**src/sv/iff_pkg.sv**
```systemverilog
// shared types, character codes and digit tables of the integer field formatter
`default_nettype none

package iff_pkg;

  localparam int MAG_W = 64;

  // radix selector codes
  localparam logic [1:0] OP_DEC    = 2'd0;
  localparam logic [1:0] OP_OCT    = 2'd1;
  localparam logic [1:0] OP_HEX_LO = 2'd2;
  localparam logic [1:0] OP_HEX_UP = 2'd3;

  // ascii codes
  localparam logic [7:0] CH_SPACE   = 8'h20;
  localparam logic [7:0] CH_PLUS    = 8'h2B;
  localparam logic [7:0] CH_MINUS   = 8'h2D;
  localparam logic [7:0] CH_ZERO    = 8'h30;
  localparam logic [7:0] CH_X_UPPER = 8'h58;
  localparam logic [7:0] CH_X_LOWER = 8'h78;

  localparam logic [7:0] DIGITS_UPPER [16] = '{
    8'h30, 8'h31, 8'h32, 8'h33, 8'h34, 8'h35, 8'h36, 8'h37,
    8'h38, 8'h39, 8'h41, 8'h42, 8'h43, 8'h44, 8'h45, 8'h46
  };
  localparam logic [7:0] DIGITS_LOWER [16] = '{
    8'h30, 8'h31, 8'h32, 8'h33, 8'h34, 8'h35, 8'h36, 8'h37,
    8'h38, 8'h39, 8'h61, 8'h62, 8'h63, 8'h64, 8'h65, 8'h66
  };

  // control from the formatter to the digit unit
  typedef struct packed {
    logic load;
    logic pop;
  } dig_cmd_t;

  // status from the digit unit
  typedef struct packed {
    logic ready;
  } dig_stat_t;

  function automatic logic [7:0] digit_char(input logic [3:0] d, input logic upper);
    return upper ? DIGITS_UPPER[d] : DIGITS_LOWER[d];
  endfunction

endpackage

`default_nettype wire

```
**src/sv/iff_digits.sv**
```systemverilog
// digit unit: bit-serial binary to bcd, octal and hex split, leading zero strip
`default_nettype none

module iff_digits #(
  parameter int DIGIT_BUF = 22,
  localparam int NW = $clog2(DIGIT_BUF + 1)
) (
  input  wire logic                         clk,
  input  wire logic                         rst,
  input  wire iff_pkg::dig_cmd_t            cmd,
  input  wire logic [iff_pkg::MAG_W-1:0]    magnitude,
  input  wire logic [1:0]                   op,
  output iff_pkg::dig_stat_t                stat,
  output logic [3:0]                        top_digit,
  output logic [NW-1:0]                     ndig
);

  typedef enum logic [3:0] {
    D_IDLE = 4'b0001,
    D_CONV = 4'b0010,
    D_NORM = 4'b0100,
    D_HOLD = 4'b1000
  } dstate_t;

  localparam int BW = $clog2(iff_pkg::MAG_W);

  dstate_t                   state;
  logic [3:0]                dig [DIGIT_BUF];
  logic [iff_pkg::MAG_W-1:0] mag;
  logic [BW-1:0]             bitcnt;

  logic [3:0] adj      [DIGIT_BUF];
  logic [3:0] dd_next  [DIGIT_BUF];
  logic [3:0] shifted  [DIGIT_BUF];
  logic [3:0] load_val [DIGIT_BUF];
  logic       shift_ok;

  assign top_digit  = dig[DIGIT_BUF-1];
  assign shift_ok   = (ndig > NW'(1)) && (top_digit == 4'd0);
  assign stat.ready = (state == D_HOLD);

  always_comb begin
    logic [iff_pkg::MAG_W-1:0] grp;
    for (int i = 0; i < DIGIT_BUF; i++) begin
      adj[i] = (dig[i] >= 4'd5) ? dig[i] + 4'd3 : dig[i];
    end
    for (int i = 0; i < DIGIT_BUF; i++) begin
      if (i == 0) begin
        dd_next[i] = {adj[i][2:0], mag[iff_pkg::MAG_W-1]};
        shifted[i] = 4'd0;
      end else begin
        dd_next[i] = {adj[i][2:0], adj[i-1][3]};
        shifted[i] = dig[i-1];
      end
      if (op == iff_pkg::OP_OCT) begin
        grp = magnitude >> (3 * i);
        load_val[i] = {1'b0, grp[2:0]};
      end else if (op == iff_pkg::OP_DEC) begin
        grp = '0;
        load_val[i] = 4'd0;
      end else begin
        grp = magnitude >> (4 * i);
        load_val[i] = grp[3:0];
      end
    end
  end

  always_ff @(posedge clk) begin
    if (rst) begin
      state <= D_IDLE;
    end else if (cmd.load) begin
      state <= (op == iff_pkg::OP_DEC) ? D_CONV : D_NORM;
    end else begin
      unique case (state)
        D_IDLE: state <= D_IDLE;
        D_CONV: if (bitcnt == '0) state <= D_NORM;
        D_NORM: if (!shift_ok) state <= D_HOLD;
        D_HOLD: state <= D_HOLD;
        default: state <= D_IDLE;
      endcase
    end
  end

  always_ff @(posedge clk) begin
    if (cmd.load) begin
      dig    <= load_val;
      mag    <= magnitude;
      bitcnt <= BW'(iff_pkg::MAG_W - 1);
      ndig   <= NW'(DIGIT_BUF);
    end else if (state == D_CONV) begin
      dig    <= dd_next;
      mag    <= mag << 1;
      bitcnt <= bitcnt - BW'(1);
    end else if (state == D_NORM && shift_ok) begin
      dig  <= shifted;
      ndig <= ndig - NW'(1);
    end else if (state == D_HOLD && cmd.pop) begin
      dig <= shifted;
    end
  end

  a_ndig_nonzero: assert property (@(posedge clk) disable iff (rst)
    state == D_HOLD |-> ndig != '0)
    else $error("digit unit holds an empty digit string");

endmodule

`default_nettype wire

```
**src/sv/integer_field_formatter.sv**
```systemverilog
// top level of the integer field formatter: printf-style integer text, one character per transfer
//
// input channel s_*: one transfer carries a value and its format; accepted when s_tvalid and
// s_tready are high at a rising edge. s_tready is high only while no item is in progress.
// output channel m_*: one character per transfer, m_tlast on the final character of a field.
// the digit unit loads at the accepting edge; decimal then runs the shift-and-add-3
// conversion, one magnitude bit per cycle; octal and hex digits are loaded directly.
// leading zero digits are then shifted out one per cycle (at most DIGIT_BUF-1 of them), the
// digit unit sees the end and holds, the field layout is set up, and the characters leave at one
// per cycle while the receiver takes them.
// the output register lets the next item be accepted while the final character still waits.
// a stall on m_tready holds the character in the output register and pauses the emitter.
// reset (synchronous, active high) empties the output register and returns to idle.
`default_nettype none

module integer_field_formatter #(
  parameter int MAX_FIELD = 48,
  parameter int DIGIT_BUF = 22
) (
  input  wire logic        clk,
  input  wire logic        rst,
  input  wire logic        s_tvalid,
  output logic             s_tready,
  // [63:0] magnitude, [69:64] field_width, [75:70] precision, [76] no_precision, [77] left_justify,
  // [78] zero_fill, [79] force_plus, [80] space_sign, [81] alternate, [87:82] zero
  input  wire logic [87:0] s_tdata,
  // [0] negative, [2:1] op
  input  wire logic [2:0]  s_tuser,
  output logic             m_tvalid,
  input  wire logic        m_tready,
  // [7:0] char_out
  output logic [7:0]       m_tdata,
  output logic             m_tlast
);

  localparam int NW = $clog2(DIGIT_BUF + 1);
  localparam int CW = $clog2(MAX_FIELD + DIGIT_BUF + 8);

  typedef enum logic [2:0] {
    S_IDLE = 3'b001,
    S_WAIT = 3'b010,
    S_EMIT = 3'b100
  } state_t;

  state_t state;

  // format of the item in progress
  logic          neg, left, zero, plus, space, alt, nonzero, prec_none;
  logic [1:0]    op_r;
  logic [CW-1:0] width_r, prec_r;

  // remaining characters of each segment of the field
  logic [CW-1:0] pad_l, zero_cnt, dig_cnt, pad_r, rem;
  logic          sgn;
  logic [1:0]    alt_cnt;

  iff_pkg::dig_cmd_t  dcmd;
  iff_pkg::dig_stat_t dstat;
  logic [3:0]         top_digit;
  logic [NW-1:0]      ndig;

  logic          accept, emit_step, plan, is_hex, upper;
  logic [CW-1:0] wid_in, prec_in, n_c, used_c, zeros_c, body_c, pad_c, sum_cnt;
  logic [1:0]    alt_c;
  logic [7:0]    ch;
  logic [CW-1:0] pad_l_next, zero_cnt_next, dig_cnt_next, pad_r_next;
  logic          sgn_next, pop;
  logic [1:0]    alt_cnt_next;

  assign s_tready  = (state == S_IDLE);
  assign accept    = s_tvalid && s_tready;
  assign emit_step = (state == S_EMIT) && (!m_tvalid || m_tready);
  assign plan      = (state == S_WAIT) && dstat.ready;
  assign is_hex    = op_r[1];
  assign upper     = (op_r == iff_pkg::OP_HEX_UP);

  assign dcmd.load = accept;
  assign dcmd.pop  = emit_step && pop;

  iff_digits #(.DIGIT_BUF(DIGIT_BUF)) u_digits (
    .clk       (clk),
    .rst       (rst),
    .cmd       (dcmd),
    .magnitude (s_tdata[63:0]),
    .op        (s_tuser[2:1]),
    .stat      (dstat),
    .top_digit (top_digit),
    .ndig      (ndig)
  );

  // width and precision saturate at the field limit
  assign wid_in  = CW'(s_tdata[69:64]);
  assign prec_in = CW'(s_tdata[75:70]);

  // field layout once the digit count is known
  always_comb begin
    n_c = CW'(ndig);
    if (alt && nonzero) begin
      alt_c = is_hex ? 2'd2 : ((op_r == iff_pkg::OP_OCT) ? 2'd1 : 2'd0);
    end else begin
      alt_c = 2'd0;
    end
    used_c = CW'(neg || plus || space) + CW'(alt_c) + n_c;
    if (zero && !left && prec_none) begin
      zeros_c = (width_r > used_c) ? width_r - used_c : '0;
    end else if (!prec_none && prec_r > n_c) begin
      zeros_c = prec_r - n_c;
    end else begin
      zeros_c = '0;
    end
    body_c = used_c + zeros_c;
    pad_c  = (width_r > body_c) ? width_r - body_c : '0;
  end

  // segment order: left pad, sign, prefix, zero fill or precision zeros, digits, right pad
  always_comb begin
    pad_l_next    = pad_l;
    sgn_next      = sgn;
    alt_cnt_next  = alt_cnt;
    zero_cnt_next = zero_cnt;
    dig_cnt_next  = dig_cnt;
    pad_r_next    = pad_r;
    pop           = 1'b0;
    priority if (pad_l != '0) begin
      ch         = iff_pkg::CH_SPACE;
      pad_l_next = pad_l - CW'(1);
    end else if (sgn) begin
      ch       = neg ? iff_pkg::CH_MINUS : (plus ? iff_pkg::CH_PLUS : iff_pkg::CH_SPACE);
      sgn_next = 1'b0;
    end else if (alt_cnt != 2'd0) begin
      if (alt_cnt == 2'd1 && is_hex) begin
        ch = upper ? iff_pkg::CH_X_UPPER : iff_pkg::CH_X_LOWER;
      end else begin
        ch = iff_pkg::CH_ZERO;
      end
      alt_cnt_next = alt_cnt - 2'd1;
    end else if (zero_cnt != '0) begin
      ch            = iff_pkg::CH_ZERO;
      zero_cnt_next = zero_cnt - CW'(1);
    end else if (dig_cnt != '0) begin
      ch           = iff_pkg::digit_char(top_digit, upper);
      dig_cnt_next = dig_cnt - CW'(1);
      pop          = 1'b1;
    end else begin
      ch         = iff_pkg::CH_SPACE;
      pad_r_next = pad_r - CW'(1);
    end
  end

  assign sum_cnt = pad_l + CW'(sgn) + CW'(alt_cnt) + zero_cnt + dig_cnt + pad_r;

  // control
  always_ff @(posedge clk) begin
    if (rst) begin
      state    <= S_IDLE;
      m_tvalid <= 1'b0;
    end else begin
      unique case (state)
        S_IDLE: if (accept) state <= S_WAIT;
        S_WAIT: if (plan) state <= S_EMIT;
        S_EMIT: if (emit_step && rem == CW'(1)) state <= S_IDLE;
        default: state <= S_IDLE;
      endcase
      if (emit_step) begin
        m_tvalid <= 1'b1;
      end else if (m_tready) begin
        m_tvalid <= 1'b0;
      end
    end
  end

  // format capture, layout and output data
  always_ff @(posedge clk) begin
    if (accept) begin
      neg       <= s_tuser[0];
      op_r      <= s_tuser[2:1];
      width_r   <= (wid_in > CW'(MAX_FIELD)) ? CW'(MAX_FIELD) : wid_in;
      prec_r    <= (prec_in > CW'(MAX_FIELD)) ? CW'(MAX_FIELD) : prec_in;
      prec_none <= s_tdata[76];
      left      <= s_tdata[77];
      zero      <= s_tdata[78];
      plus      <= s_tdata[79];
      space     <= s_tdata[80];
      alt       <= s_tdata[81];
      nonzero   <= (s_tdata[63:0] != '0);
    end
    if (plan) begin
      pad_l    <= left ? '0 : pad_c;
      pad_r    <= left ? pad_c : '0;
      sgn      <= neg || plus || space;
      alt_cnt  <= alt_c;
      zero_cnt <= zeros_c;
      dig_cnt  <= n_c;
      rem      <= body_c + pad_c;
    end else if (emit_step) begin
      pad_l    <= pad_l_next;
      sgn      <= sgn_next;
      alt_cnt  <= alt_cnt_next;
      zero_cnt <= zero_cnt_next;
      dig_cnt  <= dig_cnt_next;
      pad_r    <= pad_r_next;
      rem      <= rem - CW'(1);
    end
    if (emit_step) begin
      m_tdata <= ch;
      m_tlast <= (rem == CW'(1));
    end
  end

  a_rem_matches: assert property (@(posedge clk) disable iff (rst)
    state == S_EMIT |-> rem == sum_cnt)
    else $error("remaining count disagrees with segment counters");

  a_rem_nonzero: assert property (@(posedge clk) disable iff (rst)
    state == S_EMIT |-> rem != '0)
    else $error("emitter active with no character left");

  a_digits_ready: assert property (@(posedge clk) disable iff (rst)
    dcmd.pop |-> dstat.ready)
    else $error("digit taken before the digit unit finished");

endmodule

`default_nettype wire
```
**config.mk**
```make
export PLATFORM = sky130hd
export DESIGN_NAME = integer_field_formatter
export DESIGN_NICKNAME = d
export VERILOG_FILES = /design/src/sv/iff_pkg.sv /design/src/sv/iff_digits.sv /design/src/sv/integer_field_formatter.sv
export SDC_FILE = /design/constraint.sdc
export NUM_CORES = 1
export LEC_CHECK = 0
export BUFFER_PORTS_ARGS = -buffer_cell sky130_fd_sc_hd__buf_4
export CAP_MARGIN = 25
export CORE_MARGIN = 2
export CORE_UTILIZATION = 45
export DETAILED_ROUTE_END_ITERATION = 12
export PLACE_DENSITY = 0.62
export SYNTH_ARGS = -nofsm -noshare
export SYNTH_HDL_FRONTEND = slang
export SYNTH_HIERARCHICAL = 1
export SYNTH_SLANG_ARGS = --single-unit
```
**constraint.sdc**
```tcl
create_clock -name clk -period 7.91 [get_ports clk]
set_input_delay 1.9775 -clock clk [delete_from_list [all_inputs] [get_ports clk]]
set_output_delay 1.9775 -clock clk [all_outputs]
set_load 0.01 [all_outputs]
```
After elaboration in Yosys (flattened, before gate mapping):

Memories as Yosys holds them, arrays and structs flattened.
Cells that the tools add are included.

* bits in registers: 235
* bits in read-only memories: 256
* bits of input ports: 95
* word-level logic and storage cells: 316
* memories kept: 2

Memory list
* (no name shown): words 16, width 8, read ports 1, clocked after Yosys merged registers in 0, write ports 0, line iff_pkg.sv:43 `return upper ? DIGITS_UPPER[d] : DIGITS_LOWER[d];`
* (no name shown): words 16, width 8, read ports 1, clocked after Yosys merged registers in 0, write ports 0, line iff_pkg.sv:43

* add/subtract/negate cells: 36
* magnitude comparators: 29
* equality and inequality tests: 20
* muxes and demuxes: 129
* bitwise operators: 6
* reductions and logical operators: 44

Operators with widths (count)
* 2-to-1 mux 88 bit: 4
* 2-to-1 mux 4 bit: 58
* 2-to-1 mux 64 bit: 2
* 2-to-1 mux 7 bit: 17
* >= comparator 4 x 3 -> 1 bit (second input constant): 22
* adder 4 x 2 -> 4 bit (second input constant): 21
* 2-to-1 mux 8 bit: 9
* nonzero test 64 bit: 1
* 2-to-1 mux 5 bit: 7
* 2-to-1 mux 3 bit: 10
* subtractor 7 x 1 -> 7 bit (second input constant): 4
* nonzero test 7 bit: 3
* nonzero test 2 bit: 8
* 2-to-1 mux 2 bit: 7
* logical AND 1 bit: 13
* greater-than comparator 6 bit (second input constant): 2
* 2-to-1 mux 1 bit: 12
* case mux 4 bit (3 select lines): 1
* AND reduction 6 bit: 2
* case mux 3 bit (3 select lines): 1
* inequality test 2 bit (second input constant): 4
* AND reduction 2 bit: 4
* adder 6 x 7 -> 7 bit: 1
* adder 7 bit: 1
* 38 further kinds: 50

Longest topological paths before layout:

Gate-level depths: netlist of run 1.

* depth after elaboration: 14
* gate-level depth with buffers: 35
* gate-level depth less buffers: 35

Hierarchy:

Netlist of run 1, hierarchy kept.

Modules (own cells, without submodules)
* iff_digits: times used 1, cells an instance 976, area each 10259.8 um^2, sequential area each 4864.7 um^2
* integer_field_formatter: times used 1, cells an instance 486, area each 4743.3 um^2, sequential area each 1891.8 um^2

Least setup slack after synthesis of run 1:

Ideal clock, no wire load.

* path type: flip-flop to flip-flop
* start: reg op_r[1]
* end: reg rem[6], data pin
* setup time: 152 ps
* arrival: 6478 ps
* required time: 7758 ps
* slack: 1280 ps
* stages on the path, launching flop included: 35
* clock period less this slack: 6630 ps
* path through: edfxtp_1 > and4b_1 > fa_1 > inv_1 > fa_1 > or3_1 > xnor2_1 > inv_1 > ha_1 > and3_1 > o21ai_0 > a21boi_1 > o21bai_1 > o22ai_1 > ha_1 > inv_1 > fa_1 > xnor2_1 > inv_1 > ha_1 > o21a_1 > o31a_1 > nor4_1 > nor3_1 > nand2_2 > nor2_1 > ha_1 > fa_1 > a21oi_1 > nor2_1 > nor2_1 > nor2b_1 > o21a_1 > a211o_1 > a31oi_1

* cells in the longest elaborated chain, start to end: 14

RTL lines
* start, declared: line integer_field_formatter.sv:49 `logic [1:0] op_r;`
* start signal, assigned: line integer_field_formatter.sv:176 `op_r <= s_tuser[2:1];`
* == test 2 x 1 -> 1 bit: line integer_field_formatter.sv:99 `alt_c = is_hex ? 2'd2 : ((op_r == iff_pkg::OP_OCT) ? 2'd1 : 2'd0);`
* 2-to-1 mux 1 bit: line integer_field_formatter.sv:99
* 2-to-1 mux 2 bit (*): line integer_field_formatter.sv:99
* 2-to-1 mux 2 bit (*): line integer_field_formatter.sv:98 `if (alt && nonzero) begin`
* adder 1 x 2 -> 3 bit (*): line integer_field_formatter.sv:103 `used_c = CW'(neg || plus || space) + CW'(alt_c) + n_c;`
* adder 3 x 5 -> 6 bit (*): line integer_field_formatter.sv:103
* subtractor 7 x 6 -> 7 bit / greater-than comparator 7 x 6 -> 1 bit (equally long branches): line integer_field_formatter.sv:105 `zeros_c = (width_r > used_c) ? width_r - used_c : '0;`
* 2-to-1 mux 7 bit: line integer_field_formatter.sv:105
* 2-to-1 mux 7 bit: line integer_field_formatter.sv:104 `if (zero && !left && prec_none) begin`
* adder 6 x 7 -> 7 bit (*): line integer_field_formatter.sv:111 `body_c = used_c + zeros_c;`
* subtractor 7 bit / greater-than comparator 7 bit (equally long branches): line integer_field_formatter.sv:112 `pad_c = (width_r > body_c) ? width_r - body_c : '0;`
* 2-to-1 mux 7 bit: line integer_field_formatter.sv:112
* adder 7 bit (*): line integer_field_formatter.sv:194 `rem <= body_c + pad_c;`
* 2-to-1 mux 7 bit (*): line integer_field_formatter.sv:187 `if (plan) begin`
* end signal, assigned: line integer_field_formatter.sv:194
* end signal, assigned: line integer_field_formatter.sv:202 `rem <= rem - CW'(1);`
* end, declared: line integer_field_formatter.sv:53 `logic [CW-1:0] pad_l, zero_cnt, dig_cnt, pad_r, rem;`

Every way passes the cells marked *; elsewhere a longest branch is shown, timed or not.
A chain may end at the register's enable or synchronous reset.

Final worst setup path of run 1:

Ends and elaborated chain as after synthesis.

==> flow_metrics.tcl, run 1 <==
set metrics [dict create \
    status "completed" \
    drt_iter0_markers 923 \
    wl_per_cell_um 19.1 \
    cp_max_fo 9 \
    final-seq-area_mm2 0.00676 \
    setup_viol 0 \
    synthesis.nets 1653 \
    postRouteAntennaNets 0 \
    grt_max_degree 190 \
    drive_gt1_share_pct 16.4 \
    synth-seq-cells 232 \
    yosysWarnings 6 \
    dr_total_vias 11525 \
    synth-edff-count 211 \
    regToRegStartpoint "op_r[1]" \
    rr_worst_depth 34 \
    grt_pass1_wl_um 60800 \
    cts_buffers 27 \
    fmax_mhz 136 \
    multi_input_area_mm2 0.00756 \
    cellLeakagePower_nw 6.40 \
    syn2layout_area_growth_pct 12.5 \
    clockPowerShare_pct 31.1 \
    p_seq_share_pct 43.7 \
    cts_hold_buf 0 \
    path_buf_inv 4 \
    clockBufferDepth 3 \
    holdPathStages 2 \
    fillCellCount 3043 \
    ir_drop_uv 159 \
    detail_route.wirelength_um 37900 \
    avgViaCountPerCell 5.81 \
    dr.pass1.iters 5 \
    synthTopCellsByArea "edfxtp_1 (42%), ha_1 (7.4%), mux2_2 (5.8%)" \
    async_reset_ff_share_pct 0 \
    yosysTopAreaCell "edfxtp_1" \
    grt.overflow.total 0 \
    tightest_slew_ps 1030 \
    root_buffer "clkbuf_16" \
    n_antenna_cell 0 \
    cp_slowest_cell "edfxtp_1" \
    cts_setup_buffers 0 \
    htreeDepth 1 \
    die_w_um 187 \
    slew_violations 0 \
    clkSinkCount 232 \
    netlist.area_leader.share_pct 42.2 \
    yosysSeqAreaShare_pct 45.0 \
    worstSetupPathType "reg2reg" \
    coreArea_mm2 0.0327 \
    hp-start "u_digits/bitcnt[0]" \
    track_usage_pct 21.4 \
    die_h_um 187 \
    start_util_pct 45.9 \
    grt_pass1_vias 11265 \
    comb_power_share_pct 25.2 \
    clock_latency_ps 540 \
    drc_errors 0 \
    cp_top_family "adder cells" \
    path_clk_slew_ps 60 \
    switchingPower_mw 1.08 \
    drv_cap 0 \
    cts_resized 0 \
    p_per_area_mw_per_mm2 214 \
    dp_hpwl_um 25500 \
    cp-start-kind "register" \
    crit_path_end_kind "register" \
    rrSetupSlack_ps 530 \
    io_pins 106 \
    r2r_end "rem[6]" \
    nNetsFinal 1715 \
    period_share_pct 93.3 \
    period_needed_ps 7380 \
    swShare_pct 30.0 \
    synth_cell_types 80 \
    fin_util_pct 51.6 \
    die-area_mm2 0.0348 \
    critical_path_required_ps 8300 \
    gp_congestion 0.859 \
    worst_ep_arrival_time_ps 7770 \
    hold_path_class "reg2reg" \
    antenna_found_initial 0 \
    rows 66 \
    finClkSkew_ps 14.4 \
    synth_ff_type "edfxtp_1" \
    min_to "u_digits/bitcnt[0]" \
    max_stage_delay_ps 460 \
    hold_viol 0 \
    syn_area_per_cell_um2 10.3 \
    syn_area_mm2 0.0150 \
    maxSlewHeadroom_pct 30.2 \
    p_int_mw 2.52 \
    synthCells 1462 \
    finalPower_mw 3.60 \
    io_buffers 98 \
    cts_tree "built" \
]
==> power groups by stage <==
stage               combinational (mW)  clock (mW)  sequential [mW]
floorplan                        0.680           0             1.57
global placement                 0.881           0             1.60
detailed placement               0.895           0             1.60
CTS                              0.902        1.15             1.57
global route                      1.02        1.19             1.59
finish                           0.909        1.12             1.58
==> final cells by class <==
| cell class | count | area share [%] |
|---|---|---|
| Clock buffer | 38 | 4.31 |
| Clock inverter | 8 | 0.215 |
| Inverter | 111 | 2.47 |
| Multi-Input combinational cell | 1043 | 44.8 |
| Sequential cell | 232 | 40.0 |
| Tap cell | 442 | 3.28 |
| Timing Repair Buffer | 109 | 4.91 |
==> metrics by stage <==
step | area (um2) | setup TNS, ps | hold slack [ps] | cells | setup WS (ps)
3_3_place_gp | 16100 | 0 | 475 | 1936 | 580
5_1_grt | 16900 | -45.5 | 519 | 1983 | -45.5
2_1_floorplan | 15000 | 0 | 456 | 1462 | 1280
3_5_place_dp | 16100 | 0 | 486 | 1937 | 493
4_1_cts | 16900 | 0 | 494 | 1983 | 431
6_report | 16900 | 0 | 490 | 1983 | 530
==> how the worst max path moves through the flow <==
| stage | startpoint | end | slack [ps] | depth (start not counted) |
|---|---|---|---|---|
| after floorplan | op_r[1] | rem[6] | 1280 | 34 |
| after global placement | op_r[1] | rem[6] | 580 | 34 |
| after detailed placement | op_r[1] | rem[6] | 490 | 34 |
| after CTS | op_r[1] | rem[6] | 430 | 34 |
| after global routing | op_r[1] | rem[6] | -50 | 34 |
| final | op_r[1] | rem[6] | 530 | 34 |
==> layer usage <==
| layer | GRT usage, % | vias to the layer above | wire, um | share of wire (%) |
|---|---|---|---|---|
| li1 | - | 5551 | - | - |
| met1 | 30.6 | 5569 | 17500 | 46 |
| met2 | 33.8 | 348 | 17100 | 45 |
| met3 | 3.55 | 57 | 2500 | 6.6 |
| met4 | 5.40 | 0 | 844 | 2.2 |
| met5 | 0 | - | 0 | 0 |
==> layout by cell type (no fill, tap or decap), types with 21 or more instances in the layout <==
master	instances
a21oi_1	113
a22o_1	25
buf_4	107
clkbuf_16	27
dfxtp_1	21
edfxtp_1	211
ha_1	89
inv_1	109
mux2_2	77
nand2_1	96
nand2b_1	28
nor2_1	60
nor3_1	43
nor3b_1	24
o21ai_0	132
o22ai_1	25
xnor2_1	48
==> registers in the layout, summed over array words and instances, names as in the netlist, 2 cells and up <==
register / count
op_r: 2
state: 3
u_digits/bitcnt: 6
pad_l: 7
alt_cnt: 2
m_tdata: 7
prec_r: 6
u_digits/state: 4
dig_cnt: 7
width_r: 6
rem: 7
u_digits/ndig: 5
u_digits/top_digit: 4
u_digits/dig: 84
zero_cnt: 7
u_digits/mag: 64
==> cell usage after synthesis (7+ instances only) <==
cell	instances
and3_1	14
nor3b_1	24
a22oi_1	10
a211o_1	16
clkbuf_1	57
fa_1	7
nor4_1	20
nand2_1	97
a221oi_1	15
xnor2_1	49
a21o_1	8
nor2b_1	21
dfxtp_1	21
mux2_2	77
nor2_1	60
buf_2	10
a21oi_1	114
nand3_1	15
a211oi_1	7
o31ai_1	9
o22ai_1	25
nand2b_1	28
nor3_1	44
xor2_1	14
a31oi_1	10
or3_1	7
edfxtp_1	211
and2_1	12
o21ai_0	132
a2bb2oi_1	9
a311oi_1	7
inv_1	110
ha_1	89
a22o_1	25
==> worst reg2reg max path: cells and delay by family, from the launching register on <==
kind                     cells  cell delay (ps)
adder cells (fa/ha/maj)      8             2510
AND/OR/NAND/NOR             10             1780
AO/OA/AOI/OAI               10             1760
flip-flops                   1              460
XOR/XNOR                     2              440
buffers and inverters        4              260
==> kinds of logic after synthesis <==
family                     Yosys count  synth area share, %
AOI/OAI and AO/OA                  427                 18.1
and+or+nand+nor                    376                 13.8
DFF                                232                 45.0
buffers and inverters              187                 4.94
adders and majority gates           96                 8.36
muxes                               79                 5.91
xor gates and xnor gates            64                 3.79
other                                1               0.0250
Note: power is estimated with default switching activity, not from simulation.
==> run 2, diff against run 1 <==
Settings changed: ABC_AREA from default to 1.
==> flow_metrics.tcl, run 2 <==
set metrics [dict create \
    crit_path_end_kind "register" \
    io_pins 106 \
    yosysTopAreaCell "edfxtp_1" \
    grt.overflow.total 0 \
    cp_max_fo 6 \
    largest-register "u_digits/dig" \
    synthTopCellsByCount "nand2_1 (426), inv_1 (230), edfxtp_1 (211)" \
    dr.pass1.iters 5 \
    hold_viol 0 \
    track_usage_pct 21.2 \
    gp_congestion 0.865 \
    setup_tns_ps 0 \
    synth-edff-count 211 \
    htreeDepth 1 \
    worstSetupPathType "reg2reg" \
    cts_hold_buf 0 \
    clockPowerShare_pct 36.2 \
    n_antenna_cell 0 \
    die-area_mm2 0.0351 \
    detail_route.wirelength_um 37300 \
    critical_path_required_ps 8230 \
    drt_iter0_markers 744 \
    dp_hpwl_um 25800 \
    dr_total_vias 12244 \
    period_needed_ps 6670 \
    rows 67 \
    setup_viol 0 \
    wl_per_cell_um 16.1 \
    rsz0062_at_grt "no" \
    maxSlewHeadroom_pct 31.2 \
    clock_latency_ps 580 \
    tightest_slew_ps 1020 \
    async_reset_ff_share_pct 0 \
    period_share_pct 84.3 \
    die_w_um 187 \
    cts_buffers 29 \
    swShare_pct 31.0 \
    io_buffers 98 \
    cellLeakagePower_nw 7.58 \
    syn_area_mm2 0.0151 \
    grt_pass1_vias 12009 \
    grt_pass1_wl_um 60700 \
    layout_common_cells "nand2_1 (426), inv_1 (230), edfxtp_1 (211), nor2_1 (147), buf_4 (108)" \
    dp.cells 2265 \
    grt_max_degree 85 \
    syn_area_per_cell_um2 8.55 \
    hold_path_class "reg2reg" \
    clockBufferDepth 3 \
    synthesis.nets 1961 \
    yosysSeqAreaShare_pct 44.7 \
    yosysWarnings 6 \
    cts_resized 0 \
    status "completed" \
    drv_cap 0 \
    instances_no_fill 2319 \
    synth_most_common_cell "nand2_1" \
    comb_power_share_pct 24.0 \
    p_int_mw 2.72 \
    layout_commonest_cell "nand2_1" \
    synth_cell_types 54 \
    cts_tree "built" \
    drive_gt1_share_pct 11.8 \
    cp_slowest_cell "edfxtp_1" \
    path_clk_slew_ps 60 \
    max_stage_delay_ps 450 \
    clkSinkCount 232 \
    largestRegisters "u_digits/dig (84), u_digits/mag (64)" \
    cp-start-kind "register" \
    die_h_um 187 \
    p_seq_share_pct 39.8 \
    ir_drop_uv 181 \
    coreArea_mm2 0.0333 \
    critPathMostFrequentCell "nand3_1" \
    fmax_mhz 150 \
    root_buffer "clkbuf_16" \
    synthTopCellsByArea "edfxtp_1 (42%), nand2_1 (11%), ha_1 (7.4%)" \
    cts_setup_buffers 0 \
    postRouteAntennaNets 0 \
    synth-seq-cells 232 \
    worst_ep_arrival_time_ps 6990 \
    antenna_found_initial 0 \
    fin_util_pct 51.6 \
    start_util_pct 45.5 \
    largest_reg_flops 84 \
    p_per_area_mw_per_mm2 229 \
    finClkSkew_ps 25.3 \
    nNetsFinal 2039 \
    syn2layout_area_growth_pct 13.4 \
    drc_errors 0 \
    slew_violations 0 \
    synth_ff_type "edfxtp_1" \
    synthCells 1770 \
    switchingPower_mw 1.22 \
    netlist.area_leader.share_pct 41.9 \
    avgViaCountPerCell 5.28 \
]
-- run 2: changes by cell type after synthesis, moves of 25 or more --
cell	before	now
o21ai_0	132	78
nor3_1	44	11
nand2_1	97	426
inv_1	110	230
xnor2_1	49	18
nand2b_1	28	0
a22o_1	25	0
clkbuf_1	57	13
a21oi_1	114	71
nand3_1	15	95
mux2_2	77	0
nor2_1	60	149
xor2_1	14	53
-- run 2: kinds of logic after synthesis --
group / synth area share (%)
AND/OR/NAND/NOR: 22.0
AO/OA/AOI/OAI: 12.4
buffers and inverters: 8.52
flip-flops: 44.7
adder cells (fa/ha/maj): 8.29
XOR/XNOR: 4.11
other: 0.0248
-- run 2: per-stage QoR --
stage | cell area, um2 | hold WS [ps] | worst slack (ps) | total power [mW]
detailed placement | 16100 | 461 | 1250 | 2.53
finish | 17200 | 469 | 1240 | 3.94
global placement | 16100 | 463 | 1360 | 2.51
CTS | 17200 | 470 | 1220 | 3.97
global route | 17200 | 491 | 706 | 4.16
floorplan | 15100 | 445 | 1830 | 2.30
-- run 2: worst paths after layout --
path,from,endpoint,depth (start not counted),slack [ps]
worst min-delay path,dig_cnt[5],dig_cnt[5],2,470
worst max-delay path,op_r[1],rem[6],34,1240
worst max register to register,op_r[1],rem[6],34,1240
worst min register to register,dig_cnt[5],dig_cnt[5],2,470
-- run 2: per-layer routing --
| metal | up-vias | wire [um] | track usage [%] |
|---|---|---|---|
| met5 | - | 0 | 0 |
| met4 | 0 | 985 | 5.94 |
| met3 | 61 | 2230 | 2.91 |
| met2 | 357 | 17300 | 36.0 |
| met1 | 5714 | 16800 | 28.3 |
| li1 | 6112 | - | - |
-- run 2: cell type report --
class	instances	area (um2)
flip-flops and latches	232	6760
fillers	3144	16100
inverters	241	906
well taps	448	561
clock buffers	33	741
multi-input cells	1236	7110
repair buffers	108	811
clock inverters	21	279
-- run 2: power groups by stage --
stage | registers [mW] | logic, mW | clock network, mW
detailed placement | 1.59 | 0.940 | 0
CTS | 1.57 | 0.947 | 1.45
global route | 1.58 | 1.08 | 1.50
floorplan | 1.57 | 0.733 | 0
finish | 1.57 | 0.944 | 1.43
global placement | 1.59 | 0.924 | 0
-- run 2: critical path, delay by kind of cell (launching register included) --
kind | cells | cell delay [ps]
flip-flops | 1 | 450
AO/OA/AOI/OAI | 6 | 1150
buffers and inverters | 3 | 200
XOR/XNOR | 2 | 500
AND/OR/NAND/NOR | 15 | 1620
adder cells (fa/ha/maj) | 8 | 2520
==> run 3, diff against run 2 <==
Settings changed: PLACE_DENSITY 0.62 to 0.65.
Clock period 7.91 ns to 5.4 ns, I/O delays scaled along.
==> flow_metrics.tcl, run 3 (synthesis gave the netlist of run 2 again) <==
set metrics [dict create \
    status "finished, violations left" \
    violations "negative setup slack" \
    track_usage_pct 22.0 \
    die-area_mm2 0.0351 \
    drv_cap 0 \
    start_util_pct 45.5 \
    critical_path_required_ps 5700 \
    clkSinkCount 232 \
    ir_drop_uv 270 \
    largestRegisters "u_digits/dig (84), u_digits/mag (64)" \
    rsz0062_at_grt "yes" \
    dp_hpwl_um 27100 \
    die_h_um 187 \
    fin_ws_ps -503 \
    maxSlewHeadroom_pct 31.5 \
    cts_hold_buf 0 \
    layout_commonest_cell "nand2_1" \
    drt_iter0_markers 1001 \
    io_pins 106 \
    drive_gt1_share_pct 18.3 \
    antenna_found_initial 0 \
    avgViaCountPerCell 5.31 \
    period_needed_ps 5900 \
    die_w_um 187 \
    design_area_mm2 0.0180 \
    grt.overflow.total 0 \
    gp_congestion 0.846 \
    period_share_pct 109 \
    drt-met1-wl_um 16600 \
    n_antenna_cell 0 \
    root_buffer "clkbuf_16" \
    cellLeakagePower_nw 7.99 \
    detail_route.wirelength_um 39200 \
    cp-start-kind "register" \
    clockBufferDepth 3 \
    hold_path_class "reg2reg" \
    setup_tns_ps -2490 \
    met3_wirelength_um 2490 \
    place_area_mm2 0.0167 \
    grt_pass1_vias 12642 \
    wl_per_cell_um 16.3 \
    io_buffers 98 \
    max_stage_delay_ps 380 \
    whs_ps 479 \
    cp_slowest_cell "fa_2" \
    wl_met2_um 19300 \
    syn2layout_area_growth_pct 19.2 \
    dr_total_vias 12770 \
    rows 67 \
    cts_buffers 27 \
    slew_violations 0 \
    setup_viol 6 \
    worst_ep_arrival_time_ps 6200 \
    nNetsFinal 2128 \
    path_clk_slew_ps 60 \
    tightest_slew_ps 1030 \
    clock_latency_ps 570 \
    top_layer_used "met4" \
    layout_common_cells "nand2_1 (420), inv_1 (224), edfxtp_1 (211), buf_4 (195), nor2_1 (146)" \
    postRouteAntennaNets 0 \
    finClkSkew_ps 31.0 \
    hold_viol 0 \
    drc_errors 0 \
    dr.pass1.iters 6 \
    finalPower_mw 5.97 \
    largest_reg_flops 84 \
    fmax_mhz 169 \
    p_per_area_mw_per_mm2 331 \
    cts_tree "built" \
    coreArea_mm2 0.0333 \
    cp_max_fo 5 \
    grt_max_degree 82 \
    worstSetupPathType "reg2reg" \
    htreeDepth 1 \
    crit_path_end_kind "register" \
    grt_pass1_wl_um 62800 \
    largest-register "u_digits/dig" \
]
-- run 3: worst paths after layout --
kind              start    endpoint  slack (ps)  cells after the start
max reg2reg         alt      rem[6]        -500                     37
min          dig_cnt[5]  dig_cnt[5]         480                      2
max                 alt      rem[6]        -500                     37
min reg2reg  dig_cnt[5]  dig_cnt[5]         480                      2
-- run 3: stage by stage --
stage | util, % | cells | setup slack [ps]
3_5_place_dp | 50.2 | 2328 | -742
4_1_cts | 53.5 | 2397 | -577
6_report | 54.2 | 2405 | -503
2_1_floorplan | - | 1770 | -311
5_1_grt | 54.2 | 2405 | -868
3_3_place_gp | 50.1 | 2327 | -614
-- run 3: worst max-delay path, delay by kind of cell (launching register included) --
family	cells	cell delay, ps
and+or+nand+nor	19	1690
DFF	1	370
adders and majority gates	8	2320
AOI/OAI and AO/OA	5	710
xor gates and xnor gates	2	410
buffers and inverters	3	170
-- run 3: repair_timing --
item | 4_1_cts | 5_1_grt
setup buffers | 20 | 10
pin swaps | 22 | 37
setup endpoints to repair | 7 | 13
resized for setup | 24 | 32
-- run 3: area by class of cell --
cell class              instances  area [um2]
flip-flops and latches        232        6760
well taps                     448         561
fillers                      3021       15200
clock inverters                12        92.6
multi-input cells            1236        7460
repair buffers                199        1520
inverters                     241         906
clock buffers                  37         753
-- run 3: layer usage --
layer / GRT usage, % / vias up
li1: - / 6280
met1: 29.1 / 6027
met2: 38.2 / 406
met3: 2.91 / 57
met4: 5.39 / 0
met5: 0 / -
-- run 3: power by group --
group          leakage, nW  internal [mW]  switching [mW]
registers             2.18           2.19           0.107
logic                 5.40          0.854            1.04
clock network        0.418           1.02           0.752
total                 7.99           4.07            1.90
